<file path="src/hdl/tkd_pkg.sv">
// terminal key decoder package: parser mode encoding, key codes, result and state types
// no dependencies; used by tkd_step and terminal_key_decoder_top
package tkd_pkg;

    typedef enum logic [5:0] {
        MODE_GROUND = 6'b000001,
        MODE_ESC    = 6'b000010,
        MODE_CSI    = 6'b000100,
        MODE_SS3    = 6'b001000,
        MODE_UTF8   = 6'b010000,
        MODE_MOUSE  = 6'b100000
    } t_mode;

    localparam logic [4:0] K_NONE   = 5'd0;
    localparam logic [4:0] K_UP     = 5'd1;
    localparam logic [4:0] K_DOWN   = 5'd2;
    localparam logic [4:0] K_RIGHT  = 5'd3;
    localparam logic [4:0] K_LEFT   = 5'd4;
    localparam logic [4:0] K_HOME   = 5'd5;
    localparam logic [4:0] K_END    = 5'd6;
    localparam logic [4:0] K_INS    = 5'd7;
    localparam logic [4:0] K_DEL    = 5'd8;
    localparam logic [4:0] K_PGUP   = 5'd9;
    localparam logic [4:0] K_PGDN   = 5'd10;
    localparam logic [4:0] K_F1     = 5'd11;
    localparam logic [4:0] K_ESCAPE = 5'd23;
    localparam logic [4:0] K_TAB    = 5'd24;
    localparam logic [4:0] K_ENTER  = 5'd25;
    localparam logic [4:0] K_BKSP   = 5'd26;

    localparam logic OP_BYTE = 1'b0;
    localparam logic OP_IDLE = 1'b1;

    typedef struct packed {
        logic [4:0]  key_code;
        logic [20:0] code_point;
        logic        alt_flag;
        logic        ctrl_flag;
    } t_result;

    typedef struct packed {
        t_mode       mode;
        logic [7:0]  csi_number;
        logic        csi_digits_ended;
        logic        csi_has_params;
        logic [20:0] utf8_value;
        logic [1:0]  utf8_left;
        logic [1:0]  utf8_length;
        logic [7:0]  mouse_bytes;
    } t_state;

endpackage

</file>
<file path="src/hdl/tkd_step.sv">
// terminal key decoder single step: next parser state and optional key word for one item
// depends on tkd_pkg
module tkd_step #(
    parameter int MOUSE_LIMIT = 128
) (
    input  tkd_pkg::t_state  i_state,
    input  logic             i_operation,
    input  logic [7:0]       i_data_byte,
    output tkd_pkg::t_state  o_state,
    output logic             o_emit,
    output tkd_pkg::t_result o_result
);

    typedef struct packed {
        logic             emit;
        tkd_pkg::t_result res;
        logic             to_esc;
        logic             to_utf8;
        logic [1:0]       len;
        logic [20:0]      val;
    } t_ground;

    function automatic tkd_pkg::t_result key_only(input logic [4:0] k);
        tkd_pkg::t_result r;
        r = '0;
        r.key_code = k;
        return r;
    endfunction

    function automatic tkd_pkg::t_result char_res(input logic [7:0] c, input logic alt,
                                                  input logic ctrl);
        tkd_pkg::t_result r;
        r = '0;
        r.code_point = {13'd0, c};
        r.alt_flag   = alt;
        r.ctrl_flag  = ctrl;
        return r;
    endfunction

    function automatic t_ground ground_byte(input logic [7:0] b);
        t_ground g;
        g = '0;
        priority if (b == 8'h1B) begin
            g.to_esc = 1'b1;
        end else if (b == 8'h09) begin
            g.emit = 1'b1;
            g.res  = key_only(tkd_pkg::K_TAB);
        end else if (b == 8'h0D) begin
            g.emit = 1'b1;
            g.res  = key_only(tkd_pkg::K_ENTER);
        end else if (b == 8'h7F) begin
            g.emit = 1'b1;
            g.res  = key_only(tkd_pkg::K_BKSP);
        end else if (b >= 8'h20 && b <= 8'h7E) begin
            g.emit = 1'b1;
            g.res  = char_res(b, 1'b0, 1'b0);
        end else if (b >= 8'hC2 && b <= 8'hF7) begin
            g.to_utf8 = 1'b1;
            if (b < 8'hE0) begin
                g.len = 2'd1;
                g.val = {16'd0, b[4:0]};
            end else if (b < 8'hF0) begin
                g.len = 2'd2;
                g.val = {17'd0, b[3:0]};
            end else begin
                g.len = 2'd3;
                g.val = {18'd0, b[2:0]};
            end
        end else if (b == 8'h00) begin
            g.emit = 1'b1;
            g.res  = char_res(8'h20, 1'b0, 1'b1);
        end else if (b <= 8'h1A) begin
            // control letters map to lower case
            g.emit = 1'b1;
            g.res  = char_res(b + 8'h60, 1'b0, 1'b1);
        end else if (b >= 8'h1C && b <= 8'h1F) begin
            g.emit = 1'b1;
            g.res  = char_res(b + 8'h40, 1'b0, 1'b1);
        end else begin
            // stray bytes are discarded
            g.emit = 1'b0;
        end
        return g;
    endfunction

    function automatic logic [4:0] tilde_key(input logic [7:0] n);
        logic [4:0] k;
        case (n)
            8'd1:    k = tkd_pkg::K_HOME;
            8'd2:    k = tkd_pkg::K_INS;
            8'd3:    k = tkd_pkg::K_DEL;
            8'd4:    k = tkd_pkg::K_END;
            8'd5:    k = tkd_pkg::K_PGUP;
            8'd6:    k = tkd_pkg::K_PGDN;
            8'd11:   k = tkd_pkg::K_F1;
            8'd12:   k = tkd_pkg::K_F1 + 5'd1;
            8'd13:   k = tkd_pkg::K_F1 + 5'd2;
            8'd14:   k = tkd_pkg::K_F1 + 5'd3;
            8'd15:   k = tkd_pkg::K_F1 + 5'd4;
            8'd17:   k = tkd_pkg::K_F1 + 5'd5;
            8'd18:   k = tkd_pkg::K_F1 + 5'd6;
            8'd19:   k = tkd_pkg::K_F1 + 5'd7;
            8'd20:   k = tkd_pkg::K_F1 + 5'd8;
            8'd21:   k = tkd_pkg::K_F1 + 5'd9;
            8'd23:   k = tkd_pkg::K_F1 + 5'd10;
            8'd24:   k = tkd_pkg::K_F1 + 5'd11;
            default: k = tkd_pkg::K_NONE;
        endcase
        return k;
    endfunction

    function automatic logic [4:0] csi_key(input logic [7:0] t, input logic has_params,
                                           input logic [7:0] n);
        logic [4:0] k;
        k = tkd_pkg::K_NONE;
        if (!has_params) begin
            case (t)
                8'h41:   k = tkd_pkg::K_UP;
                8'h42:   k = tkd_pkg::K_DOWN;
                8'h43:   k = tkd_pkg::K_RIGHT;
                8'h44:   k = tkd_pkg::K_LEFT;
                8'h48:   k = tkd_pkg::K_HOME;
                8'h46:   k = tkd_pkg::K_END;
                default: k = tkd_pkg::K_NONE;
            endcase
        end
        if (t == 8'h7E && k == tkd_pkg::K_NONE) begin
            k = tilde_key(n);
        end
        return k;
    endfunction

    localparam logic [7:0] MouseLimit = 8'(MOUSE_LIMIT);

    t_ground     w_gnd;
    logic [11:0] w_csi_prod;
    logic [20:0] w_utf8_val;
    logic [1:0]  w_utf8_left;
    logic [20:0] w_utf8_min;

    assign w_gnd       = ground_byte(i_data_byte);
    assign w_csi_prod  = 12'(i_state.csi_number) * 12'd10 + 12'(i_data_byte[3:0]);
    assign w_utf8_val  = {i_state.utf8_value[14:0], i_data_byte[5:0]};
    assign w_utf8_left = i_state.utf8_left - 2'd1;

    always_comb begin
        unique case (i_state.utf8_length)
            2'd1:    w_utf8_min = 21'h80;
            2'd2:    w_utf8_min = 21'h800;
            default: w_utf8_min = 21'h10000;
        endcase
    end

    always_comb begin
        o_state  = i_state;
        o_emit   = 1'b0;
        o_result = '0;

        if (i_operation == tkd_pkg::OP_IDLE) begin
            if (i_state.mode == tkd_pkg::MODE_ESC) begin
                o_state.mode = tkd_pkg::MODE_GROUND;
                o_emit       = 1'b1;
                o_result     = key_only(tkd_pkg::K_ESCAPE);
            end
        end else begin
            unique case (i_state.mode)
                tkd_pkg::MODE_ESC: begin
                    if (i_data_byte == 8'h5B) begin
                        o_state.csi_number       = '0;
                        o_state.csi_digits_ended = 1'b0;
                        o_state.csi_has_params   = 1'b0;
                        o_state.mode             = tkd_pkg::MODE_CSI;
                    end else if (i_data_byte == 8'h4F) begin
                        o_state.mode = tkd_pkg::MODE_SS3;
                    end else if (i_data_byte >= 8'h20 && i_data_byte <= 8'h7E) begin
                        o_state.mode = tkd_pkg::MODE_GROUND;
                        o_emit       = 1'b1;
                        o_result     = char_res(i_data_byte, 1'b1, 1'b0);
                    end else begin
                        // non-printable after esc: esc dropped, byte decoded afresh
                        o_emit   = w_gnd.emit;
                        o_result = w_gnd.res;
                        if (w_gnd.to_esc) begin
                            o_state.mode = tkd_pkg::MODE_ESC;
                        end else if (w_gnd.to_utf8) begin
                            o_state.mode        = tkd_pkg::MODE_UTF8;
                            o_state.utf8_length = w_gnd.len;
                            o_state.utf8_left   = w_gnd.len;
                            o_state.utf8_value  = w_gnd.val;
                        end else begin
                            o_state.mode = tkd_pkg::MODE_GROUND;
                        end
                    end
                end
                tkd_pkg::MODE_CSI: begin
                    if (!i_state.csi_has_params && i_data_byte == 8'h3C) begin
                        o_state.mode        = tkd_pkg::MODE_MOUSE;
                        o_state.mouse_bytes = 8'd3;
                    end else if (i_data_byte >= 8'h40 && i_data_byte <= 8'h7E) begin
                        o_state.mode = tkd_pkg::MODE_GROUND;
                        o_emit       = 1'b1;
                        o_result     = key_only(csi_key(i_data_byte, i_state.csi_has_params,
                                                        i_state.csi_number));
                    end else begin
                        o_state.csi_has_params = 1'b1;
                        if (!i_state.csi_digits_ended) begin
                            if (i_data_byte >= 8'h30 && i_data_byte <= 8'h39) begin
                                o_state.csi_number = (w_csi_prod > 12'd255) ? 8'd255
                                                                           : w_csi_prod[7:0];
                            end else begin
                                o_state.csi_digits_ended = 1'b1;
                            end
                        end
                    end
                end
                tkd_pkg::MODE_SS3: begin
                    o_state.mode = tkd_pkg::MODE_GROUND;
                    o_emit       = 1'b1;
                    if (i_data_byte >= 8'h50 && i_data_byte <= 8'h53) begin
                        o_result = key_only(tkd_pkg::K_F1 + {3'd0, i_data_byte[1:0]});
                    end
                end
                tkd_pkg::MODE_UTF8: begin
                    if (i_data_byte[7:6] != 2'b10) begin
                        // bad continuation: drop sequence, decode byte in ground
                        o_emit   = w_gnd.emit;
                        o_result = w_gnd.res;
                        if (w_gnd.to_esc) begin
                            o_state.mode = tkd_pkg::MODE_ESC;
                        end else if (w_gnd.to_utf8) begin
                            o_state.mode        = tkd_pkg::MODE_UTF8;
                            o_state.utf8_length = w_gnd.len;
                            o_state.utf8_left   = w_gnd.len;
                            o_state.utf8_value  = w_gnd.val;
                        end else begin
                            o_state.mode = tkd_pkg::MODE_GROUND;
                        end
                    end else begin
                        o_state.utf8_value = w_utf8_val;
                        o_state.utf8_left  = w_utf8_left;
                        if (w_utf8_left == 2'd0) begin
                            o_state.mode = tkd_pkg::MODE_GROUND;
                            // overlong forms give nothing
                            if (w_utf8_val >= w_utf8_min) begin
                                o_emit              = 1'b1;
                                o_result.code_point = w_utf8_val;
                            end
                        end
                    end
                end
                tkd_pkg::MODE_MOUSE: begin
                    if (i_data_byte == 8'h4D || i_data_byte == 8'h6D) begin
                        o_state.mode = tkd_pkg::MODE_GROUND;
                    end else if (i_state.mouse_bytes >= MouseLimit) begin
                        o_state.mode        = tkd_pkg::MODE_GROUND;
                        o_state.mouse_bytes = '0;
                    end else begin
                        o_state.mouse_bytes = i_state.mouse_bytes + 8'd1;
                    end
                end
                default: begin
                    o_emit   = w_gnd.emit;
                    o_result = w_gnd.res;
                    if (w_gnd.to_esc) begin
                        o_state.mode = tkd_pkg::MODE_ESC;
                    end else if (w_gnd.to_utf8) begin
                        o_state.mode        = tkd_pkg::MODE_UTF8;
                        o_state.utf8_length = w_gnd.len;
                        o_state.utf8_left   = w_gnd.len;
                        o_state.utf8_value  = w_gnd.val;
                    end else begin
                        o_state.mode = tkd_pkg::MODE_GROUND;
                    end
                end
            endcase
        end
    end

endmodule

</file>
<file path="src/hdl/terminal_key_decoder_top.sv">
// terminal key decoder top level: input register, parser state, result register
// depends on tkd_pkg and tkd_step
//
// Decodes a terminal byte stream into key words. One item (a byte or an idle mark) is taken
// every clock cycle unless the input is stalled; an item's key word, if it has one, goes from
// the input register through the combinational parser step into the result register.
// The idle mark turns a pending lone ESC into the Escape key.
// Input is stalled only while a result is waiting in the full result register and the
// item in the input register also has a result. MOUSE_LIMIT (8 to 255) is the longest
// mouse report, counting ESC [ <, that is swallowed before the parser gives up on it.
module terminal_key_decoder_top #(
    parameter int MOUSE_LIMIT = 128
) (
    input  logic        i_clk,
    input  logic        i_rst_n,
    input  logic        i_valid,
    output logic        o_stall,
    input  logic        i_operation,
    input  logic [7:0]  i_data_byte,
    output logic        o_valid,
    input  logic        i_stall,
    output logic [4:0]  o_key_code,
    output logic [20:0] o_code_point,
    output logic        o_alt_flag,
    output logic        o_ctrl_flag
);

    logic             r_in_valid;
    logic             r_in_op;
    logic [7:0]       r_in_byte;
    tkd_pkg::t_state  r_state;
    tkd_pkg::t_state  n_state;
    logic             r_out_valid;
    tkd_pkg::t_result r_out;
    tkd_pkg::t_result n_out;
    logic             w_emit;
    logic             w_out_free;
    logic             w_adv;
    logic             w_accept;

    tkd_step #(
        .MOUSE_LIMIT(MOUSE_LIMIT)
    ) u_step (
        .i_state    (r_state),
        .i_operation(r_in_op),
        .i_data_byte(r_in_byte),
        .o_state    (n_state),
        .o_emit     (w_emit),
        .o_result   (n_out)
    );

    assign w_out_free = !r_out_valid || !i_stall;
    // an item without a result never waits for the output side
    assign w_adv      = r_in_valid && (!w_emit || w_out_free);
    assign o_stall    = r_in_valid && !w_adv;
    assign w_accept   = i_valid && !o_stall;

    always_ff @(posedge i_clk) begin
        if (!i_rst_n) begin
            r_in_valid <= 1'b0;
        end else if (w_accept) begin
            r_in_valid <= 1'b1;
        end else if (w_adv) begin
            r_in_valid <= 1'b0;
        end
    end

    always_ff @(posedge i_clk) begin
        if (w_accept) begin
            r_in_op   <= i_operation;
            r_in_byte <= i_data_byte;
        end
    end

    always_ff @(posedge i_clk) begin
        if (!i_rst_n) begin
            r_state <= '{mode: tkd_pkg::MODE_GROUND, csi_number: 8'd0,
                         csi_digits_ended: 1'b0, csi_has_params: 1'b0,
                         utf8_value: 21'd0, utf8_left: 2'd0, utf8_length: 2'd0,
                         mouse_bytes: 8'd0};
        end else if (w_adv) begin
            r_state <= n_state;
        end
    end

    always_ff @(posedge i_clk) begin
        if (!i_rst_n) begin
            r_out_valid <= 1'b0;
        end else if (w_adv && w_emit) begin
            r_out_valid <= 1'b1;
        end else if (!i_stall) begin
            r_out_valid <= 1'b0;
        end
    end

    always_ff @(posedge i_clk) begin
        if (w_adv && w_emit) begin
            r_out <= n_out;
        end
    end

    assign o_valid      = r_out_valid;
    assign o_key_code   = r_out.key_code;
    assign o_code_point = r_out.code_point;
    assign o_alt_flag   = r_out.alt_flag;
    assign o_ctrl_flag  = r_out.ctrl_flag;

endmodule

</file>
<file path="config.mk">
export PLATFORM = sky130hd
export DESIGN_NAME = terminal_key_decoder_top
export DESIGN_NICKNAME = d
export VERILOG_FILES = /design/src/hdl/tkd_pkg.sv /design/src/hdl/tkd_step.sv /design/src/hdl/terminal_key_decoder_top.sv
export SDC_FILE = /design/constraint.sdc
export NUM_CORES = 1
export LEC_CHECK = 0
export BUFFER_PORTS_ARGS = -buffer_cell sky130_fd_sc_hd__buf_2
export CAP_MARGIN = 20
export CORE_ASPECT_RATIO = 0.8
export CORE_UTILIZATION = 45
export CTS_CLUSTER_DIAMETER = 80
export DETAILED_ROUTE_END_ITERATION = 16
export PLACE_DENSITY_LB_ADDON = 0.05
export SYNTH_ARGS = -nofsm -noshare
export SYNTH_HDL_FRONTEND = slang
export SYNTH_SLANG_ARGS = --single-unit
export TNS_END_PERCENT = 1
</file>
<file path="constraint.sdc">
create_clock -name i_clk -period 4.3 [get_ports i_clk]
set_input_delay 0.215 -clock i_clk [delete_from_list [all_inputs] [get_ports i_clk]]
set_output_delay 0.215 -clock i_clk [all_outputs]
set_load 0.01 [all_outputs]
</file>
==> out/metrics.cfg <==
[outcome]
outcome=finished, final reports clean

[die]
core_area_mm2=0.01216
dieArea_mm2=0.01288
io_pins=43
die_x_um=126.6
std_cell_rows=36
start_util_pct=45.99
fp.dieH_um=101.7

[clocking]
clock-sinks=87
cts_buffers=9
cts_hold_buf=0
cts_resized=0
cts_buffer_depth=2
cts_tree=done
postCtsSetupBuffers=0
clk_latency_ns=0.35
cts_max_level=3
path_clk_slew_ns=0.07
clockRootBuffer=clkbuf_16

[synthesis]
synthMuxAreaShare_pct=0.2013
synthAdderAreaFrac_pct=10.34
synthXorXnorAreaFrac_pct=1.723
ys_types=86
synthTopCellsByArea=edfxtp_1 (20%), dfxtp_1 (18%), ha_1 (9.6%)
synth_warnings=0
yosys.area.top_type=edfxtp_1
ys_ff_latch=87
synth_simple_gate_area_share_pct=24.09
synth-compound-area-share_pct=21.54
yosysSeqAreaShare_pct=37.76
synth_edf_count=37
synth_top_cell_area_share_pct=19.87
dominantRegCellSynth=dfxtp_1
synthArstFlopShare_pct=0
syn_area_per_cell_um2=9.184
synth_top_family_by_area=simple AND/OR/NAND/NOR gates
syn-num-nets=667
synth_cells=609
synthesis.area_mm2=0.005593

[critical_path]
worstPathMaxFanout=7
r2r_slack_ns=0.32
crit_required_ns=4.52
crit_buf_inv=2
cp-start-kind=flop
slowest_stage=fa_1
timing.rr.start=r_state[36]
worstPathCellList=ha_1 -> ha_1 -> inv_1 -> fa_1 -> nand2b_1 -> or3_1 -> nor4_4 -> o21ai_2 -> and2_4 -> a221o_1 -> inv_2 -> ha_1 -> and4_1 -> o21ai_0 -> nand4_1
crit_path_end_kind=flop
r2r_cells=15
slowest_delay_ns=0.45
worstSetupPathType=flop to flop
crit_start=r_state[36]
critical_path.top_delay_family=simple AND/OR/NAND/NOR gates
worst_path_most_repeated_cell=ha_1
arrival_ns=4.20
crit_cells=15

[hold_path]
min_path_type=input port to flop
min_path_cells=1

[drt]
dr_total_vias=4845
drt-initial-drc-count=428
first_pass_iters=5
post_drt_via_cell_ratio=5.996
drt_wl_total_um=14900
drt-wirelength-per-cell_um=18.44
drc=0
postRouteAntennaNets=0

[placement]
dp_hpwl_um=11360
place_congestion=0.9484
place_area_mm2=0.005964
io_buffers=42
post-place-ws_ns=0.05608
dp_cells=792

[sta]
slew_headroom_pct=48.94
rsz0062_at_grt=false
finalSetupTns_ns=0
slew_viol_final=0
hold_viol=0
setup_slack_ns=0.3247
period_share_pct=92.45
finalClockSkew_ns=0.007724
timing.fmax_mhz=251.6
worst_pin_slew_ns=0.7540
finalHoldWorstSlack_ns=0.04059
min_period_ns=3.975
setup_violations=0

[grt]
grt_pass1_vias=4509
antenna_found_initial=0
grt_max_degree=29
track_usage_pct=24.42
grt.overflow.total=0
grt_pass1_wl_um=24010

[finish]
drive_above_1_share_pct=17.68
nets=709
layout.cells.non_filler=808
n_antenna_cell=0
final_area_mm2=0.006286
fin_util_pct=51.69
area_delta_synth_final_pct=12.39

[pwr]
ir_worst_vdd_uv=307.7
power_mw=1.759
p_per_area_mw_per_mm2=279.8
p_leak_nw=2.557

[flow_run]
maxCapViolations=0

## worst register-to-register path, stage by stage, from the launching register on
cell and delay [ns]:
dfxtp_2 0.35, ha_1 0.30, ha_1 0.22, inv_1 0.08, fa_1 0.45, nand2b_1 0.17, or3_1 0.38, nor4_4 0.31
o21ai_2 0.16, and2_4 0.23, a221o_1 0.34, inv_2 0.11, ha_1 0.30, and4_1 0.18, o21ai_0 0.16, nand4_1 0.10
## power breakdown
group	internal [mW]	switching (mW)
clock	0.403	0.346
combinational	0.0412	0.0848
sequential	0.869	0.0145
## registers in the layout, summed over array words and instances, names as in the netlist, named ones only
register and count:
o_alt_flag 1, o_code_point 21, o_ctrl_flag 1, o_key_code 5, o_valid 1, r_in_byte 8
r_in_op 1, r_in_valid 1, r_state 43
## layer usage
metal	track usage [%]	part of all wire (%)	vias up
li1	-	-	2348
met1	35.78	51	2299
met2	34.81	40	184
met3	7.554	8.0	14
met4	5.283	0.87	0
met5	0	0	-
## cell families after synthesis
group / Yosys count
flops: 87
fa+ha+maj: 45
compound gates: 167
simple gates: 243
buf+inv: 55
xor+xnor: 11
mux: 1
## layout by cell type, fill, tap and decap left out, drive strengths merged, types with 5 or more instances in the layout
master | Yosys | layout
buf | 15 | 54
nand2 | 53 | 53
nor2 | 51 | 51
dfxtp | 50 | 50
ha | 43 | 43
o21ai | 38 | 38
edfxtp | 37 | 37
a21oi | 36 | 36
inv | 31 | 36
nand3 | 27 | 27
and2 | 20 | 20
nor3 | 15 | 15
a22o | 13 | 13
nor2b | 11 | 11
nand4 | 11 | 11
clkbuf | 8 | 9
a211oi | 9 | 9
and3 | 8 | 8
xor2 | 7 | 7
or3 | 7 | 7
o211ai | 7 | 7
a21o | 6 | 6
nand2b | 6 | 6
o31ai | 6 | 6
a31oi | 6 | 6
or2 | 6 | 6
a21boi | 6 | 6
o21a | 5 | 5
or3b | 5 | 5
## area by class of cell
cell class	instances	area (µm²)
Fill cell	1144	5876
Multi-Input combinational cell	467	3274
Sequential cell	87	2115
Timing Repair Buffer	54	300.3
Clock buffer	9	225.2
Tap cell	152	190.2
Inverter	32	120.1
Clock inverter	7	61.31
## synthesized netlist by cell type (all sizes together), types with 3 or more instances
master and instances:
a211oi 9, a21boi 6, a21o 6, a21oi 36
a22o 13, a311oi 3, a31oi 6, a32oi 4
and2 20, and3 8, buf 15, clkbuf 8
dfxtp 50, edfxtp 37, ha 43, inv 31
nand2 53, nand2b 6, nand3 27, nand3b 3
nand4 11, nand4b 4, nor2 51, nor2b 11
nor3 15, nor4 4, nor4b 3, o211ai 7
o21a 5, o21ai 38, o221ai 3, o2bb2ai 4
o31ai 6, or2 6, or3 7, or3b 5
xnor2 4, xor2 7
## how the worst min path moves through the flow
stage / to / slack (ns) / start
2_1_floorplan: r_in_byte[0] / 0.31 / i_data_byte[0]
3_3_place_gp: r_in_op / 0.39 / i_operation
3_5_place_dp: r_in_byte[4] / 0.39 / i_data_byte[4]
4_1_cts: r_in_byte[4] / 0.02 / i_data_byte[4]
5_1_grt: r_in_byte[7] / 0.03 / i_data_byte[7]
6_report: r_in_byte[4] / 0.04 / i_data_byte[4]
(Power assumes the default switching activity.)
